<file path="src/sv/fpa_pkg.sv">
`default_nettype none
// ----------------------------------------------------------------------------
// fpa_pkg
// Shared types and constants of the fixed-partition allocator.
// ----------------------------------------------------------------------------
package fpa_pkg;

	localparam int NUM_BLOCKS_DEF = 16;
	localparam int SIZE_BITS_DEF  = 16;

	localparam int MODE_W  = 2;
	localparam int ENTRY_W = 4;
	localparam int VALUE_W = 16;
	localparam int BLOCK_W = 4;

	localparam int POLICY_W = 2;
	localparam int COUNT_W  = 5;
	localparam int CFG_W    = 5;
	localparam int CFG_IDX_W = 1;

	localparam logic [MODE_W-1:0] MODE_LOAD  = 2'd0;
	localparam logic [MODE_W-1:0] MODE_ALLOC = 2'd1;
	localparam logic [MODE_W-1:0] MODE_CLEAR = 2'd2;

	localparam logic [POLICY_W-1:0] POL_FIRST = 2'd0;
	localparam logic [POLICY_W-1:0] POL_BEST  = 2'd1;
	localparam logic [POLICY_W-1:0] POL_WORST = 2'd2;

	localparam logic [CFG_IDX_W-1:0] CFG_POLICY      = 1'd0;
	localparam logic [CFG_IDX_W-1:0] CFG_BLOCK_COUNT = 1'd1;

	localparam logic [COUNT_W-1:0] BLOCK_COUNT_RST = 5'd16;

	// controller to datapath
	typedef struct packed {
		logic accept;
		logic step;
		logic commit;
	} fpa_cmd_t;

	// datapath to controller
	typedef struct packed {
		logic issue_done;
		logic pipe_busy;
	} fpa_sts_t;

endpackage
`default_nettype wire

</file>
<file path="src/sv/fixed_partition_allocator_core.sv">
`default_nettype none
// load, clear and unused-mode requests: accept moves the controller to the
//   result state, and the result is registered into the output register on commit
// allocate: the scan reads min(block_count, NUM_BLOCKS) size-table entries, one
//   per cycle through one comparator, before the result state and commit
// one request at a time: the next is taken once the result is in the output register
// reset: used marks all free, policy first fit, block_count 16; size table not cleared
// ----------------------------------------------------------------------------
// fixed_partition_allocator_core
// Fixed-partition allocator with first, best and worst fit selection.
// ----------------------------------------------------------------------------
module fixed_partition_allocator_core #(
	parameter int NUM_BLOCKS = fpa_pkg::NUM_BLOCKS_DEF,
	parameter int SIZE_BITS  = fpa_pkg::SIZE_BITS_DEF
) (
	input  wire logic                          clk,
	input  wire logic                          arst_n,
	input  wire logic                          in_valid,
	output logic                               in_stall,
	input  wire logic [fpa_pkg::MODE_W-1:0]    mode,
	input  wire logic [fpa_pkg::ENTRY_W-1:0]   entry_index,
	input  wire logic [fpa_pkg::VALUE_W-1:0]   size_value,
	output logic                               out_valid,
	input  wire logic                          out_stall,
	output logic                               granted,
	output logic [fpa_pkg::BLOCK_W-1:0]        granted_block,
	input  wire logic                          cfg_we,
	input  wire logic [fpa_pkg::CFG_IDX_W-1:0] cfg_index,
	input  wire logic [fpa_pkg::CFG_W-1:0]     cfg_data
);
	import fpa_pkg::*;

	fpa_cmd_t cmd;
	fpa_sts_t sts;

	fpa_ctrl u_ctrl (
		.clk       (clk),
		.arst_n    (arst_n),
		.in_valid  (in_valid),
		.in_stall  (in_stall),
		.mode      (mode),
		.out_valid (out_valid),
		.out_stall (out_stall),
		.cmd       (cmd),
		.sts       (sts)
	);

	fpa_datapath #(
		.NUM_BLOCKS (NUM_BLOCKS),
		.SIZE_BITS  (SIZE_BITS)
	) u_datapath (
		.clk           (clk),
		.arst_n        (arst_n),
		.mode          (mode),
		.entry_index   (entry_index),
		.size_value    (size_value),
		.cfg_we        (cfg_we),
		.cfg_index     (cfg_index),
		.cfg_data      (cfg_data),
		.cmd           (cmd),
		.sts           (sts),
		.granted       (granted),
		.granted_block (granted_block)
	);

endmodule
`default_nettype wire

</file>
<file path="src/sv/fpa_ctrl.sv">
`default_nettype none
// ----------------------------------------------------------------------------
// fpa_ctrl
// Sequencer: takes a request, runs the partition scan, hands off the result.
// ----------------------------------------------------------------------------
module fpa_ctrl (
	input  wire logic                       clk,
	input  wire logic                       arst_n,
	input  wire logic                       in_valid,
	output logic                            in_stall,
	input  wire logic [fpa_pkg::MODE_W-1:0] mode,
	output logic                            out_valid,
	input  wire logic                       out_stall,
	output fpa_pkg::fpa_cmd_t               cmd,
	input  wire fpa_pkg::fpa_sts_t          sts
);
	import fpa_pkg::*;

	localparam logic [1:0] ST_IDLE   = 2'd0;
	localparam logic [1:0] ST_SCAN   = 2'd1;
	localparam logic [1:0] ST_RESULT = 2'd2;

	logic [1:0] state_q;
	logic       out_valid_q;
	logic       out_free;

	assign in_stall  = (state_q != ST_IDLE);
	assign out_valid = out_valid_q;
	assign out_free  = !out_valid_q || !out_stall;

	always_comb begin
		cmd.accept = in_valid && (state_q == ST_IDLE);
		cmd.step   = (state_q == ST_SCAN) && !sts.issue_done;
		cmd.commit = (state_q == ST_RESULT) && out_free;
	end

	always_ff @(posedge clk or negedge arst_n) begin
		if (!arst_n) begin
			state_q <= ST_IDLE;
		end else begin
			unique case (state_q)
				ST_IDLE: begin
					if (cmd.accept) begin
						state_q <= (mode == MODE_ALLOC) ? ST_SCAN : ST_RESULT;
					end
				end
				ST_SCAN: begin
					// wait for the last read to pass the compare stage
					if (sts.issue_done && !sts.pipe_busy) begin
						state_q <= ST_RESULT;
					end
				end
				ST_RESULT: begin
					if (out_free) begin
						state_q <= ST_IDLE;
					end
				end
				default: begin
					state_q <= ST_IDLE;
				end
			endcase
		end
	end

	always_ff @(posedge clk or negedge arst_n) begin
		if (!arst_n) begin
			out_valid_q <= 1'b0;
		end else if (cmd.commit) begin
			out_valid_q <= 1'b1;
		end else if (!out_stall) begin
			out_valid_q <= 1'b0;
		end
	end

	a_commit_shows: assert property (@(posedge clk) disable iff (!arst_n)
		cmd.commit |=> out_valid)
		else $error("result not presented after commit");

	a_accept_leaves_idle: assert property (@(posedge clk) disable iff (!arst_n)
		cmd.accept |=> in_stall)
		else $error("controller still idle after accepting a request");

	a_step_in_scan: assert property (@(posedge clk) disable iff (!arst_n)
		cmd.step |-> !cmd.commit && !cmd.accept)
		else $error("scan step overlaps another command");

endmodule
`default_nettype wire

</file>
<file path="src/sv/fpa_datapath.sv">
`default_nettype none
// ----------------------------------------------------------------------------
// fpa_datapath
// Size table, used marks, scan counter, fit compare and result registers.
// ----------------------------------------------------------------------------
module fpa_datapath #(
	parameter int NUM_BLOCKS = fpa_pkg::NUM_BLOCKS_DEF,
	parameter int SIZE_BITS  = fpa_pkg::SIZE_BITS_DEF
) (
	input  wire logic                           clk,
	input  wire logic                           arst_n,
	input  wire logic [fpa_pkg::MODE_W-1:0]     mode,
	input  wire logic [fpa_pkg::ENTRY_W-1:0]    entry_index,
	input  wire logic [fpa_pkg::VALUE_W-1:0]    size_value,
	input  wire logic                           cfg_we,
	input  wire logic [fpa_pkg::CFG_IDX_W-1:0]  cfg_index,
	input  wire logic [fpa_pkg::CFG_W-1:0]      cfg_data,
	input  wire fpa_pkg::fpa_cmd_t              cmd,
	output fpa_pkg::fpa_sts_t                   sts,
	output logic                                granted,
	output logic [fpa_pkg::BLOCK_W-1:0]         granted_block
);
	import fpa_pkg::*;

	localparam int IDX_W = $clog2(NUM_BLOCKS);
	localparam int CNT_W = $clog2(NUM_BLOCKS + 1);
	localparam int CMP_W = (SIZE_BITS > VALUE_W) ? SIZE_BITS : VALUE_W;

	logic [POLICY_W-1:0]  policy_q;
	logic [COUNT_W-1:0]   block_count_q;

	logic [SIZE_BITS-1:0] size_mem [NUM_BLOCKS];
	logic [NUM_BLOCKS-1:0] used_q;

	logic [MODE_W-1:0]    mode_q;
	logic [VALUE_W-1:0]   req_q;
	logic [CNT_W-1:0]     idx_q;
	logic [CNT_W-1:0]     limit;

	logic                 vld_s1;
	logic [IDX_W-1:0]     idx_s1;
	logic [SIZE_BITS-1:0] size_s1;

	logic                 found_q;
	logic [IDX_W-1:0]     best_idx_q;
	logic [SIZE_BITS-1:0] best_size_q;

	logic                 load_ok;
	logic                 fits;
	logic                 better;
	logic                 take;
	logic                 grant_now;

	logic                 granted_q;
	logic [BLOCK_W-1:0]   granted_block_q;

	// config registers
	always_ff @(posedge clk or negedge arst_n) begin
		if (!arst_n) begin
			policy_q      <= POL_FIRST;
			block_count_q <= BLOCK_COUNT_RST;
		end else if (cfg_we) begin
			unique case (cfg_index)
				CFG_POLICY:      policy_q      <= cfg_data[POLICY_W-1:0];
				CFG_BLOCK_COUNT: block_count_q <= cfg_data[COUNT_W-1:0];
				default: ;
			endcase
		end
	end

	// block count saturates at the table depth
	always_comb begin
		if (32'(block_count_q) > NUM_BLOCKS) begin
			limit = CNT_W'(NUM_BLOCKS);
		end else begin
			limit = CNT_W'(block_count_q);
		end
	end

	assign load_ok = cmd.accept && (mode == MODE_LOAD) && (32'(entry_index) < NUM_BLOCKS);

	// size table, one write port and one registered read port
	always_ff @(posedge clk) begin
		if (load_ok) begin
			size_mem[IDX_W'(entry_index)] <= SIZE_BITS'(size_value);
		end
		if (cmd.step) begin
			size_s1 <= size_mem[idx_q[IDX_W-1:0]];
		end
	end

	always_ff @(posedge clk) begin
		if (cmd.accept) begin
			mode_q <= mode;
			req_q  <= size_value;
		end
		if (cmd.step) begin
			idx_s1 <= idx_q[IDX_W-1:0];
		end
	end

	always_ff @(posedge clk or negedge arst_n) begin
		if (!arst_n) begin
			idx_q  <= '0;
			vld_s1 <= 1'b0;
		end else begin
			vld_s1 <= cmd.step;
			if (cmd.accept) begin
				idx_q <= '0;
			end else if (cmd.step) begin
				idx_q <= idx_q + CNT_W'(1);
			end
		end
	end

	assign sts.issue_done = (idx_q >= limit);
	assign sts.pipe_busy  = vld_s1;

	// fit compare; ties keep the earlier (lower) index
	always_comb begin
		fits   = !used_q[idx_s1] && (CMP_W'(size_s1) >= CMP_W'(req_q));
		better = ((policy_q == POL_BEST) && (size_s1 < best_size_q)) ||
		         ((policy_q == POL_WORST) && (size_s1 > best_size_q));
		take   = vld_s1 && fits && (!found_q || better);
	end

	always_ff @(posedge clk or negedge arst_n) begin
		if (!arst_n) begin
			found_q <= 1'b0;
		end else if (cmd.accept) begin
			found_q <= 1'b0;
		end else if (take) begin
			found_q <= 1'b1;
		end
	end

	always_ff @(posedge clk) begin
		if (take) begin
			best_idx_q  <= idx_s1;
			best_size_q <= size_s1;
		end
	end

	assign grant_now = (mode_q == MODE_ALLOC) && found_q;

	always_ff @(posedge clk or negedge arst_n) begin
		if (!arst_n) begin
			used_q <= '0;
		end else if (cmd.accept && (mode == MODE_CLEAR)) begin
			used_q <= '0;
		end else if (cmd.commit && grant_now) begin
			used_q[best_idx_q] <= 1'b1;
		end
	end

	always_ff @(posedge clk) begin
		if (cmd.commit) begin
			granted_q       <= grant_now;
			granted_block_q <= grant_now ? BLOCK_W'(best_idx_q) : '0;
		end
	end

	assign granted       = granted_q;
	assign granted_block = granted_block_q;

	a_pipe_follows_step: assert property (@(posedge clk) disable iff (!arst_n)
		vld_s1 |-> $past(cmd.step))
		else $error("compare stage valid without a read");

	a_grant_marks_used: assert property (@(posedge clk) disable iff (!arst_n)
		cmd.commit && grant_now |=> used_q[$past(best_idx_q)])
		else $error("granted block not marked used");

	a_pick_fits: assert property (@(posedge clk) disable iff (!arst_n)
		found_q |-> (CMP_W'(best_size_q) >= CMP_W'(req_q)))
		else $error("picked block smaller than the request");

endmodule
`default_nettype wire

</file>
<file path="config.mk">
export PLATFORM = sky130hd
export DESIGN_NAME = fixed_partition_allocator_core
export DESIGN_NICKNAME = d
export VERILOG_FILES = /design/src/sv/fpa_pkg.sv /design/src/sv/fixed_partition_allocator_core.sv /design/src/sv/fpa_ctrl.sv /design/src/sv/fpa_datapath.sv
export SDC_FILE = /design/constraint.sdc
export NUM_CORES = 1
export LEC_CHECK = 0
export BUFFER_PORTS_ARGS = -buffer_cell sky130_fd_sc_hd__buf_2
export CAP_MARGIN = 25
export CELL_PAD_IN_SITES_DETAIL_PLACEMENT = 2
export CELL_PAD_IN_SITES_GLOBAL_PLACEMENT = 2
export CORE_MARGIN = 2
export CORE_UTILIZATION = 45
export CTS_CLUSTER_DIAMETER = 120
export DETAILED_ROUTE_END_ITERATION = 12
export PLACE_DENSITY_LB_ADDON = 0.1
export SLEW_MARGIN = 20
export SYNTH_ARGS = -nofsm -noshare
export SYNTH_HDL_FRONTEND = slang
export SYNTH_SLANG_ARGS = --single-unit
</file>
<file path="constraint.sdc">
create_clock -name clk -period 8.5 [get_ports clk]
set_clock_uncertainty 0.1 [all_clocks]
set_input_delay 0.85 -clock clk [delete_from_list [all_inputs] [get_ports clk]]
set_output_delay 0.85 -clock clk [all_outputs]
set_load 0.02 [all_outputs]
</file>
==> results by group <==
Outcome
  – Outcome: finished, final reports clean

Yosys
  – Synth Register Bits: 352
  – Syn nets: 785
  – Async set or reset register ratio after synthesis: 9.38%
  – Ys flop type: edfxtp_1
  – Warnings from Yosys: 0
  – Post-Synthesis Cells: 714
  – Post-Synthesis Cell Area: 0.0141 sq mm
  – Post-synthesis sequential area ratio: 73.8%
  – Post-synth EDFFs: 319
  – Avg Inst Size Synth: 19.7 sq um
  – Synth cell types: 47

Placement
  – Placer Congestion: 0.772
  – Port bufs: 39
  – Hpwl dp: 23600 um
  – Pre-CTS setup slack: 4.96 ns

Clock network
  – CTS tree: done
  – CTS Hold Bufs: 0
  – Root buffer cell: clkbuf_16
  – Post-CTS Setup Inserts: 0
  – CTS Buf Count: 39
  – Clk slew on worst S/H paths: 0.06 ns
  – Clk_lat worst skew: 0.54 ns
  – H-tree depth: 2
  – Post-CTS resize count: 0
  – CTS Sinks: 352
  – Max Buffers Root-to-Sink: 3

Timing
  – Setup ws final: 5.08 ns
  – RSZ-0062 raised after global routing: false
  – Worst Tran Pin Value: 0.972 ns
  – Pins Over Slew Limit: 0
  – FMAX: 292 MHz
  – Final setup viols: 0
  – Final hold viol count: 0
  – Fin crit share: 40.3%
  – Period minus WS final: 3.42 ns
  – Slew Limit Headroom: 34.9%
  – WHS: 0.305 ns
  – Total negative slack: 0 ns

Finish
  – Nets@finish: 866
  – Register cell area after layout: 0.0104 sq mm
  – Area of the multi-input gates: 0.00349 sq mm
  – Utilization after layout: 52.7%
  – Filler Cell Count: 2640
  – Share of cells above drive strength 1: 27.6%
  – Layout area overhead: 15.0%

Worst setup path
  – Kind of end point of the critical path: register
  – Most frequent CP cell: nor4_1
  – Crit-path max cell delay: 0.68 ns
  – CP Class: register to register
  – Worst Path Arrival: 3.47 ns
  – CP required: 8.54 ns
  – Crit start category: register
  – Slowest CP cell: a21boi_4
  – CP Cell Sequence: ha_1 > nand4_1 > nor4_1 > a21boi_1 > nor4_1 > mux2i_1 > a21boi_4
  – Max Fanout on Critical Path: 20
  – Buf/Inv on CP: 0
  – CP top delay family: compound AO/OA/AOI/OAI gates

Global routing
  – Largest net degree at the start of global routing: 69
  – Initial antenna violation count: 3
  – Remaining Overflow, GRT: 0
  – Global-route wire length before repair: 54400 um
  – Total Routing Usage GR: 22.9%
  – Number of global-route vias before repair: 7917

Floorplan
  – Floorplan core area: 0.0307 sq mm
  – Initial core utilization: 45.8%
  – Die Span X: 181 um
  – # IOs: 40
  – Die height: 181 um
  – Die area: 0.0327 sq mm
  – Num rows: 64

Routing
  – DRC viols: 0
  – Vias: 7096
  – Initial drt markers: 457
  – Antenna Violating Nets Remaining: 0
  – Via density per instance: 5.80
  – Drt first pass iters: 5
  – Avg WL per Cell: 29.7 um
  – Post-Route WL: 36300 um

Power and ir drop
  – Pwr dens: 285 mW/mm^2
  – Total Power: 4.62 mW
  – Pleak: 5.58 nW
  – VDD IR max: 0.000254 V

Min path
  – HP Class: primary input to asynchronous set/reset pin

Flow run
  – Max Cap Violations: 0
## registers in the layout, summed over array words and instances, names as in the netlist, 5 cells and up
register	cells
u_datapath.used_q	16
u_datapath.block_count_q	5
u_datapath.idx_q	5
u_datapath.req_q	16
u_datapath.best_size_q	16
u_datapath.size_s1	16
u_datapath.size_mem	256
## through the flow
step,cells,cell area (sq um)
after detailed placement,1145,14900
after floorplan,714,14100
final,1223,16200
after CTS,1216,16100
after global routing,1223,16200
after global placement,1145,14900
## worst reg2reg max path, cell delays in order, from the launching register on
cell,delay (ns)
edfxtp_1,0.51
ha_1,0.37
nand4_1,0.16
nor4_1,0.55
a21boi_1,0.34
nor4_1,0.14
mux2i_1,0.18
a21boi_4,0.68
## cell usage in the layout, fill, tap and decap left out, types with 8 or more instances in the layout
cell,synthesis,layout
ha_1,38,38
buf_4,2,22
a21oi_1,27,27
mux4_2,81,81
dfrtp_1,32,30
mux2_2,8,8
buf_2,7,40
edfxtp_1,319,319
nor2_1,35,34
inv_1,36,36
nand2_1,28,28
clkbuf_16,0,40
clkbuf_1,13,8
## area by class of cell
class | instances | area share, %
flip-flops and latches | 352 | 64.2
multi-input cells | 300 | 21.5
clock buffers | 50 | 6.53
well taps | 396 | 3.06
repair buffers | 65 | 2.56
clock inverters | 21 | 1.23
inverters | 37 | 0.857
diodes | 2 | 0.0309
## synth_stat cells, types with 4 or more instances
master | number | share of area [%]
edfxtp_1 | 319 | 68
mux4_2 | 81 | 13
ha_1 | 38 | 3.4
inv_1 | 36 | 0.96
nor2_1 | 35 | 0.93
dfrtp_1 | 32 | 5.7
nand2_1 | 28 | 0.75
a21oi_1 | 27 | 0.96
clkbuf_1 | 13 | 0.35
mux2_2 | 8 | 0.64
buf_2 | 7 | 0.25
nor2b_1 | 7 | 0.31
nand2b_1 | 6 | 0.27
nand4_1 | 6 | 0.27
nor4_1 | 6 | 0.27
a31oi_1 | 5 | 0.22
nor3_1 | 5 | 0.18
o21ai_0 | 5 | 0.18
and2_1 | 4 | 0.18
mux2i_1 | 4 | 0.28
mux4_1 | 4 | 0.75
o21a_1 | 4 | 0.21
## worst paths after layout
path	start	end	slack [ns]	depth (start not counted)
worst max-delay path	u_datapath.size_s1[9]	u_datapath.best_size_q[8]	5.08	7
worst min-delay path	arst_n	u_ctrl.state_q[1]	0.30	1
worst max register to register	u_datapath.size_s1[9]	u_datapath.best_size_q[8]	5.08	7
worst min register to register	u_datapath.size_s1[0]	u_datapath.best_size_q[0]	0.39	0
max in group asynchronous	arst_n	u_datapath.idx_q[0]	7.40	1
min in group clk	u_datapath.size_s1[0]	u_datapath.best_size_q[0]	0.39	0
## cells by family after synthesis
logic type	count (synthesis)	synth area share, %
XOR/XNOR	1	0.0622
adder cells (fa/ha/maj)	38	3.37
multiplexers	97	14.6
AND/OR/NAND/NOR	110	3.92
buffers and inverters	62	1.77
flip-flops	352	73.8
AO/OA/AOI/OAI	54	2.42
## per-layer routing
metal  GRT usage, %  vias up  wire length [um]  part of all wire (%)
met1           31.4     3800             15500                    43
met5              0        -                 0                     0
met3           3.16       57              1630                   4.5
li1               -     3036                 -                     -
met4           7.06        0               893                   2.5
met2           38.6      203             18300                    50
## where the power goes
part,switching [mW],internal (mW),total [mW]
combinational,0.433,0.385,0.817
sequential,0.114,2.02,2.14
clock,0.683,0.977,1.66
(Power assumes the default switching activity.)
